`config.mk`:
```
export PLATFORM = sky130hd
export DESIGN_NAME = frame_crc32_validator_core
export DESIGN_NICKNAME = d
export VERILOG_FILES = /design/src/rtl/core/fcv_pkg.sv /design/src/rtl/core/frame_crc32_validator_core.sv /design/src/rtl/core/fcv_in_reg.sv /design/src/rtl/core/fcv_frame_check.sv
export SDC_FILE = /design/constraint.sdc
export NUM_CORES = 1
export LEC_CHECK = 0
export BUFFER_PORTS_ARGS = -buffer_cell sky130_fd_sc_hd__buf_2
export CAP_MARGIN = 20
export CORE_MARGIN = 1.5
export CORE_UTILIZATION = 30
export DETAILED_ROUTE_END_ITERATION = 8
export PLACE_DENSITY_LB_ADDON = 0.15
export SETUP_SLACK_MARGIN = 0.05
export SYNTH_ARGS = -nofsm -noshare
export SYNTH_HDL_FRONTEND = slang
export SYNTH_SLANG_ARGS = --single-unit
```
`constraint.sdc`:
```
create_clock -name aclk -period 3.3 [get_ports aclk]
set_input_delay 0.33 -clock aclk [delete_from_list [all_inputs] [get_ports aclk]]
set_output_delay 0.33 -clock aclk [all_outputs]
set_load 0.01 [all_outputs]
```
`src/rtl/core/fcv_pkg.sv`:
```
package fcv_pkg;

    localparam int CNT_W = 4;

    localparam logic [31:0] CRC_POLY     = 32'hEDB8_8320;
    localparam logic [31:0] CRC_ALL_ONES = 32'hFFFF_FFFF;

    localparam logic [CNT_W-1:0] FIELD_BYTES  = 4'd4;
    localparam logic [CNT_W-1:0] HEADER_BYTES = 4'd8;
    localparam logic [CNT_W-1:0] MIN_FRAME    = 4'd12;

    localparam logic [1:0] FAIL_NONE  = 2'd0;
    localparam logic [1:0] FAIL_SHORT = 2'd1;
    localparam logic [1:0] FAIL_MAGIC = 2'd2;
    localparam logic [1:0] FAIL_CRC   = 2'd3;

    typedef struct packed {
        logic [7:0] data_byte;
        logic       last_byte;
    } fcv_in_t;

    typedef struct packed {
        logic        frame_ok;
        logic [1:0]  fail_code;
        logic [31:0] payload_crc;
    } fcv_out_t;

    // Word held in the input register, handed to the frame checker.
    typedef struct packed {
        logic    valid;
        fcv_in_t item;
    } fcv_stage_t;

    // Reflected CRC-32, one byte per call; flattens to an XOR network.
    function automatic logic [31:0] crc_byte(input logic [31:0] crc, input logic [7:0] b);
        logic [31:0] c;
        c = crc ^ {24'd0, b};
        for (int k = 0; k < 8; k++) begin
            c = c[0] ? (CRC_POLY ^ (c >> 1)) : (c >> 1);
        end
        return c;
    endfunction

endpackage

```
`src/rtl/core/frame_crc32_validator_core.sv`:
```
// Channel  Ports                         Word               Direction
// s_       s_valid s_ready s_data        data_byte,last     in
// m_       m_valid m_ready m_data        ok,code,crc        out
// cfg_     cfg_valid cfg_ready cfg_data  magic_word         in
//
// One byte per cycle sustained unless a last byte waits on a held verdict; each verdict is registered.
// The per-byte CRC update is a combinational XOR network between the input register
// and the frame state; the verdict lands in the output register in the same cycle.
// Reset (aresetn low, synchronous) clears frame state, magic_word and both valids.
// A held verdict stalls the input only once the next last byte sits in the input register.
module frame_crc32_validator_core (
    input  logic              aclk,
    input  logic              aresetn,
    input  logic              s_valid,
    output logic              s_ready,
    input  fcv_pkg::fcv_in_t  s_data,
    output logic              m_valid,
    input  logic              m_ready,
    output fcv_pkg::fcv_out_t m_data,
    input  logic              cfg_valid,
    output logic              cfg_ready,
    input  logic [31:0]       cfg_data
);
    import fcv_pkg::*;

    fcv_stage_t stage;
    fcv_out_t   verdict;
    logic       out_free;
    logic       in_take;
    logic       m_valid_reg;
    logic       m_valid_next;
    fcv_out_t   m_data_reg;
    logic [31:0] magic_word_reg;

    assign out_free = !m_valid_reg || m_ready;
    // a last byte waits for room in the output register
    assign in_take  = stage.valid && (!stage.item.last_byte || out_free);

    fcv_in_reg u_in_reg (
        .aclk    (aclk),
        .aresetn (aresetn),
        .s_valid (s_valid),
        .s_ready (s_ready),
        .s_data  (s_data),
        .take    (in_take),
        .stage   (stage)
    );

    fcv_frame_check u_frame_check (
        .aclk       (aclk),
        .aresetn    (aresetn),
        .step       (in_take),
        .item       (stage.item),
        .magic_word (magic_word_reg),
        .verdict    (verdict)
    );

    assign cfg_ready = 1'b1;

    always_ff @(posedge aclk) begin
        if (!aresetn) begin
            magic_word_reg <= '0;
        end else if (cfg_valid && cfg_ready) begin
            magic_word_reg <= cfg_data;
        end
    end

    always_comb begin
        m_valid_next = m_valid_reg;
        if (in_take && stage.item.last_byte) begin
            m_valid_next = 1'b1;
        end else if (m_ready) begin
            m_valid_next = 1'b0;
        end
    end

    always_ff @(posedge aclk) begin
        if (!aresetn) begin
            m_valid_reg <= 1'b0;
        end else begin
            m_valid_reg <= m_valid_next;
        end
    end

    always_ff @(posedge aclk) begin
        if (in_take && stage.item.last_byte) begin
            m_data_reg <= verdict;
        end
    end

    assign m_valid = m_valid_reg;
    assign m_data  = m_data_reg;

endmodule

```
`src/rtl/core/fcv_in_reg.sv`:
```
module fcv_in_reg (
    input  logic               aclk,
    input  logic               aresetn,
    input  logic               s_valid,
    output logic               s_ready,
    input  fcv_pkg::fcv_in_t   s_data,
    input  logic               take,
    output fcv_pkg::fcv_stage_t stage
);
    import fcv_pkg::*;

    logic    valid_reg;
    logic    valid_next;
    fcv_in_t item_reg;

    // Accept a new word when the register is empty or the held one leaves this cycle.
    assign s_ready = !valid_reg || take;

    always_comb begin
        valid_next = valid_reg;
        if (s_valid && s_ready) begin
            valid_next = 1'b1;
        end else if (take) begin
            valid_next = 1'b0;
        end
    end

    always_ff @(posedge aclk) begin
        if (!aresetn) begin
            valid_reg <= 1'b0;
        end else begin
            valid_reg <= valid_next;
        end
    end

    always_ff @(posedge aclk) begin
        if (s_valid && s_ready) begin
            item_reg <= s_data;
        end
    end

    assign stage.valid = valid_reg;
    assign stage.item  = item_reg;

endmodule

```
`src/rtl/core/fcv_frame_check.sv`:
```
module fcv_frame_check (
    input  logic              aclk,
    input  logic              aresetn,
    input  logic              step,
    input  fcv_pkg::fcv_in_t  item,
    input  logic [31:0]       magic_word,
    output fcv_pkg::fcv_out_t verdict
);
    import fcv_pkg::*;

    logic [CNT_W-1:0] byte_count_reg;
    logic [CNT_W-1:0] byte_count_next;
    logic [31:0]      magic_shift_reg;
    logic [31:0]      magic_shift_next;
    logic [31:0]      stored_crc_reg;
    logic [31:0]      stored_crc_next;
    logic [31:0]      crc_accum_reg;
    logic [31:0]      crc_accum_next;
    logic [31:0]      fin_crc;
    logic [1:0]       code;

    // Frame state after this byte, before any end-of-frame clear.
    always_comb begin
        byte_count_next  = byte_count_reg;
        magic_shift_next = magic_shift_reg;
        stored_crc_next  = stored_crc_reg;
        crc_accum_next   = crc_accum_reg;
        if (byte_count_reg < FIELD_BYTES) begin
            magic_shift_next = {magic_shift_reg[23:0], item.data_byte};
        end else if (byte_count_reg < HEADER_BYTES) begin
            stored_crc_next = {stored_crc_reg[23:0], item.data_byte};
        end else begin
            crc_accum_next = crc_byte(crc_accum_reg, item.data_byte);
        end
        // saturate at the minimum frame length
        if (byte_count_reg < MIN_FRAME) begin
            byte_count_next = byte_count_reg + 4'd1;
        end
    end

    assign fin_crc = crc_accum_next ^ CRC_ALL_ONES;

    always_comb begin
        if (byte_count_next < MIN_FRAME) begin
            code = FAIL_SHORT;
        end else if (magic_shift_next != magic_word) begin
            code = FAIL_MAGIC;
        end else if (stored_crc_next != fin_crc) begin
            code = FAIL_CRC;
        end else begin
            code = FAIL_NONE;
        end
    end

    assign verdict.frame_ok    = (code == FAIL_NONE);
    assign verdict.fail_code   = code;
    assign verdict.payload_crc = fin_crc;

    always_ff @(posedge aclk) begin
        if (!aresetn) begin
            byte_count_reg  <= '0;
            magic_shift_reg <= '0;
            stored_crc_reg  <= '0;
            crc_accum_reg   <= CRC_ALL_ONES;
        end else if (step) begin
            if (item.last_byte) begin
                // drop frame state once the verdict is out
                byte_count_reg  <= '0;
                magic_shift_reg <= '0;
                stored_crc_reg  <= '0;
                crc_accum_reg   <= CRC_ALL_ONES;
            end else begin
                byte_count_reg  <= byte_count_next;
                magic_shift_reg <= magic_shift_next;
                stored_crc_reg  <= stored_crc_next;
                crc_accum_reg   <= crc_accum_next;
            end
        end
    end

endmodule

```
# --- After elaboration in Yosys (flattened, before gate mapping) ---
# Index checks and enable logic that the tools add are counted.
totals:
  inputBits: 46
  elab_cells: 66
  register_bits: 178
  output_inout_bits: 38
classes:
  n_eq_ne: 2
  order_cmp: 4
  addsub: 1
  bitwise_logic: 10
  mux: 25
  n_reduce_logical: 12
op_table:
  columns: ["cell", "count"]
  rows:
  - ["$mux 32", 16]
  - ["$not 13->14", 8]
  - ["$ne 32x32->1", 2]
  - ["$not 32->32", 1]
  - ["$xor 32x8->32", 1]
  - ["$lt 4x4->1 const B", 3]
  - ["$mux 4", 2]
  - ["$mux 2", 3]
  - ["$add 4x1->4 const B", 1]
  - ["$lt 4x3->1 const B", 1]
  - ["$mux 1", 4]
  - ["$reduce_bool 2->1", 2]
  - ["$logic_and 1x1->1", 3]
  - ["$logic_not 1->1", 3]
  - ["$logic_or 1x1->1", 3]
  - ["$logic_not 2->1", 1]

# --- Longest topological paths before layout ---
logic_depth:
  depth_word: 25
  mapped_depth: 12
  depth_no_buf: 8

# --- Cells and area by module ---
# A second synthesis with hierarchy kept.
unflattened:
  cells_unflattened: 953
  hier_area_um2: 9819.4
modules_own_cells:
  columns: ["mod", "area_each_um2", "seq_area_each_um2", "cells_per_inst", "instances"]
  rows:
  - ["fcv_frame_check", 7123.1, 2001.9, 791, 1]
  - ["frame_crc32_validator_core", 2361.0, 1711.6, 147, 1]
  - ["fcv_in_reg", 335.3, 290.3, 15, 1]

# --- Worst setup path before layout ---
# Ideal clock, no wire load.
synth_timing:
  path_kind: "flip-flop to flip-flop"
  start: "reg u_in_reg.item_reg, in the netlist u_in_reg.stage[3]"
  end: "reg m_data_reg, in the netlist m_data[34], data pin"
  slack_ns: -0.019
  setup_time_ns: 0.170
  path_buffers: 1
  required_time_ns: 3.130
  arrival_time_ns: 3.150
  period_less_slack_ns: 3.319
  stages_incl_launch_ff: 10
  path_cell_list: "edfxtp_1 buf_4 xor2_2 xnor2_1 xnor3_2 xnor2_1 a221o_1 or4b_4 or4b_1 nor4_2"
synth_lines:
  columns: ["element", "line", "text"]
  rows:
  - ["start, declared", "fcv_in_reg.sv:14", "fcv_in_t item_reg;"]
  - ["start signal, assigned", "fcv_in_reg.sv:38", "item_reg <= s_data;"]
  - ["end signal, assigned", "frame_crc32_validator_core.sv:87", "m_data_reg <= verdict;"]
  - ["end, declared", "frame_crc32_validator_core.sv:32", "fcv_out_t m_data_reg;"]

# --- Worst setup path after layout ---
layout_timing:
  start: "reg u_in_reg.item_reg, in the netlist u_in_reg.stage[3]"
  end: "reg m_data_reg, in the netlist m_data[33], data pin"
layout_via:
  elab_chain_cells: 20
layout_lines:
  columns: ["element", "line", "text"]
  rows:
  - ["$xor 32x8->32", "fcv_pkg.sv:37", "c = crc ^ {24'd0, b};"]
  - ["$mux 32 (3 in a row)", "fcv_pkg.sv:39", "c = c[0] ? (CRC_POLY ^ (c >> 1)) : (c >> 1);"]
  - ["$not 13->14 (no source line)", null, null]
  - ["$mux 32", "fcv_pkg.sv:39", null]
  - ["$mux 32 or $not 13->14 (tied branches)", null, null]
  - ["$not 13->14 (no source line) or $mux 32 (tied branches)", null, null]
  - ["$mux 32", "fcv_pkg.sv:39", null]
  - ["$not 13->14 (no source line)", null, null]
  - ["[... 3 more ...]", null, null]
  - ["$mux 32", "fcv_frame_check.sv:30", "end else if (byte_count_reg < HEADER_BYTES) begin"]
  - ["$mux 32", "fcv_frame_check.sv:28", "if (byte_count_reg < FIELD_BYTES) begin"]
  - ["$not 32->32 (no source line)", null, null]
  - ["$ne 32x32->1", "fcv_frame_check.sv:48", "end else if (stored_crc_next != fin_crc) begin"]
  - ["$mux 2", "fcv_frame_check.sv:48", null]
  - ["$mux 2 *", "fcv_frame_check.sv:46", "end else if (magic_shift_next != magic_word) begin"]
  - ["$mux 2 *", "fcv_frame_check.sv:44", "if (byte_count_next < MIN_FRAME) begin"]
  - ["net u_frame_check.code[1]", "fcv_frame_check.sv:20", "logic [1:0] code;"]
# The timed path passes the listed nets; every way through them passes the cells marked *.
# A chain may end at the register's enable or synchronous reset.

==> results.md <==
- Fillcell total: 3335
- CP max stage delay: 480 ps
- Min-Delay Path Depth: 1
- Routed len/inst: 20.8 um
- RSZ-0062 raised after global routing: true
- Critical Path End Type: flip-flop
- First-pass GRT wire length: 48.8 mm
- Synthesized area: 10000 sq um
- Clk slew on worst S/H paths: 80 ps
- Worst reg2reg path depth: 13
- Io pins: 84
- Max Freq: 299 MHz
- Vias in the first global route: 7462
- Maximum vdd drop: 0.000373 V
- Post-Syn Instances: 941
- Root Buffer: clkbuf_16
- Sequential Area: 4010 sq um
- Port bufs: 82
- Placer Congestion: 0.865
- Die Y: 186 um
- Crit-path slowest cell: edfxtp_1
- Final Hold Fails: 0
- Final setup vio count: 3
- Failing checks: negative setup slack
- Slew Limit Fails: 0
- Hold endpoint: u_in_reg.stage[0]
- Final core utilization: 39.2%
- Largest net degree at the start of global routing: 58
- CP Max Fanout: 4
- Setup CP Type: flip-flop to flip-flop
- DIE AREA: 34400 sq um
- Minimum clock period: 3340 ps
- Met3 Wirelength: 1.04 mm
- CTS tree: yes
- DR pass1 iterations: 4
- Max layer used: met4
- Initial Util: 30.6%
- DR iter-0 viols: 533
- DRT met1 WL: 16.0 mm
- Max Root-Sink Buffers: 2
- Combinational share of power: 28.6%
- Total track usage: 19.8%
- Drt drc: 0
- Switching share of power: 31.2%
- EDFF count, synth: 44
- Count of cell types in the netlist: 67
- Final period util: 101%
- Share of cells above drive strength 1: 29.2%
- Remaining antenna violation count: 0
- Placed Cells incl. Taps: 1511
- Final Instance Area: 12800 sq um
- Clk_skew: 14.0 ps
- Seq/Total Area, Yosys: 40.0%
- Seq pwr share: 38.1%
- Clock Latency Late Sink: 460 ps
- Psw: 1.97 mW
- Vias per cell: 4.77
- Final worst slack: -43.7 ps
- Layout area overhead: 28.1%
- Max_cap viols: 0
- Synthesized Nets: 988
- Most used DFF post-synth: dfxtp_1
- Drt total wl: 32.7 mm
- Worst slew pin tran: 927 ps
- CP cell instances: buf_6 > xnor2_2 > buf_6 > buf_4 > xnor2_2 > xor3_1 > nor2_1 > a211o_1 > o41a_1 > buf_4 > nor4_4 > buf_4 > a21oi_1
- Placed inst area: 11600 sq um
- DP Wirelength: 24.7 mm
- R2R Path End: m_data[33]
- Gr ovfl total: 0
- Cell mode on critical path: buf_4
- Clock sink count: 178
- Critical Path RT: 3470 ps
- Critical Path AT: 3510 ps
- Static leakage: 5.39 nW
- Asr flop ratio synth: 0%
- Vias: 7499
- Antenna cells: 0
- CP Launch Type: flip-flop
- Core area: 32700 sq um
- DR WL met2: 15.0 mm
- Num CTS Buffers: 17
- Synth warn: 0
- Mapped Avg Cell Area: 10.6 sq um
- Reg2Reg Launch Point: u_in_reg.stage[3]
- Worst Hold Class: input pin to flip-flop
- FF+latch count, synth: 178
- Site Rows: 66
- H-tree depth: 4
- Die X: 186 um
- Hold path startpoint: s_data[0]
- Antenna violations before repair: 0
- Non-filler cells, final: 1571
- Pint: 4.32 mW
- Layout Nets: 1163
- Max_slew headroom: 38.2%
- Max FFs per register: 35
- Status: finished with violations
- Clock share of power: 33.3%
- Multi-input gate area: 5980 sq um
- Worst reg2reg setup slack: -40 ps
- Pwr/cell area: 491 nW/um^2
-- kinds of logic (layout without fill, tap and decap cells) --
logic type,count (synthesis),count (layout),synth area share [%]
flip-flops,178,178,40.0
buffers and inverters,80,268,3.48
other,1,1,0.0375
adder cells (fa/ha/maj),1,1,0.125
AND/OR/NAND/NOR,245,245,13.8
XOR/XNOR,154,154,18.8
multiplexers,124,124,12.5
AO/OA/AOI/OAI,158,158,11.3
-- cells in the mapped netlist (8+ instances only) --
| master | number | area [sq um] |
|---|---|---|
| xor2_1 | 64 | 561 |
| nor2_1 | 26 | 97.6 |
| clkbuf_1 | 47 | 176 |
| nand4_1 | 13 | 81.3 |
| mux2i_1 | 119 | 1190 |
| a22oi_1 | 67 | 503 |
| xnor2_1 | 50 | 438 |
| dfxtp_1 | 134 | 2680 |
| a21oi_1 | 14 | 70.1 |
| nor2b_1 | 105 | 657 |
| edfxtp_1 | 44 | 1320 |
| o211ai_1 | 33 | 248 |
| xnor3_1 | 19 | 428 |
| buf_1 | 10 | 37.5 |
| o21ai_0 | 14 | 70.1 |
| nand2_1 | 49 | 184 |
| buf_2 | 8 | 40.0 |
-- power by group through the flow --
stage	clock network, mW	registers, mW	logic, mW
6_report	2.10	2.39	1.80
4_1_cts	2.16	2.39	1.72
5_1_grt	2.24	2.40	1.92
2_1_floorplan	0	2.41	0.921
3_5_place_dp	0	2.44	1.50
3_3_place_gp	0	2.44	1.51
-- worst max-delay path by stage --
stage | from | endpoint | slack (ps) | cells past startpoint
final | u_in_reg.stage[3] | m_data[33] | -40 | 13
after global routing | u_in_reg.stage[6] | m_data[33] | -110 | 12
after CTS | u_in_reg.stage[8] | m_data[34] | -20 | 10
after detailed placement | u_in_reg.stage[2] | m_data[34] | -280 | 8
after global placement | u_in_reg.stage[1] | m_data[33] | -200 | 10
after floorplan | u_in_reg.stage[6] | m_data[34] | 60 | 8
-- layer usage --
| metal | track usage [%] | up-vias |
|---|---|---|
| met5 | 0 | - |
| met4 | 6.71 | 0 |
| met3 | 3.72 | 31 |
| met2 | 31.2 | 129 |
| met1 | 27.1 | 3621 |
| li1 | - | 3718 |
-- stage by stage --
stage	hold slack [ps]	power (mW)	TNS, ps	setup slack, ps
finish	48.7	6.29	-81.7	-43.7
global route	21.1	6.57	-295	-114
CTS	23.7	6.27	-20.7	-20.7
detailed placement	496	3.95	-674	-275
global placement	486	3.96	-488	-205
floorplan	429	3.33	0	59.0
-- cells in the final DEF, fill, tap and decap left out, drive strengths merged, types with 20 or more instances in the layout --
master,n
xnor3,20
xor2,67
dfxtp,134
mux2i,119
nand2,49
buf,229
nor2b,105
a22oi,67
o211ai,33
xnor2,61
nor2,26
edfxtp,44
-- what timing repair did --
| item | 4_1_cts | 5_1_grt |
|---|---|---|
| hold buffers | 0 | 0 |
| buffers inserted | 17 | 11 |
| gates resized for setup | 44 | 17 |
| pin swaps | 22 | 5 |
| endpoints found under the setup margin | 3 | 3 |
| hold endpoints to repair | 0 | 0 |
-- worst max-delay path, delay by kind of cell (launching register included) --
| kind | cells | cell delay [ps] |
|---|---|---|
| flops | 1 | 480 |
| simple gates | 2 | 350 |
| compound gates | 3 | 760 |
| xor+xnor | 3 | 690 |
| buf+inv | 5 | 770 |
-- cell type report --
class / instances / share of cell area, %
clock inverters: 15 / 1.45
flip-flops and latches: 178 / 31.3
multi-input cells: 683 / 46.7
inverters: 7 / 0.205
well taps: 442 / 4.32
repair buffers: 229 / 12.8
clock buffers: 17 / 3.32
Note: power is estimated with default switching activity, not from simulation.
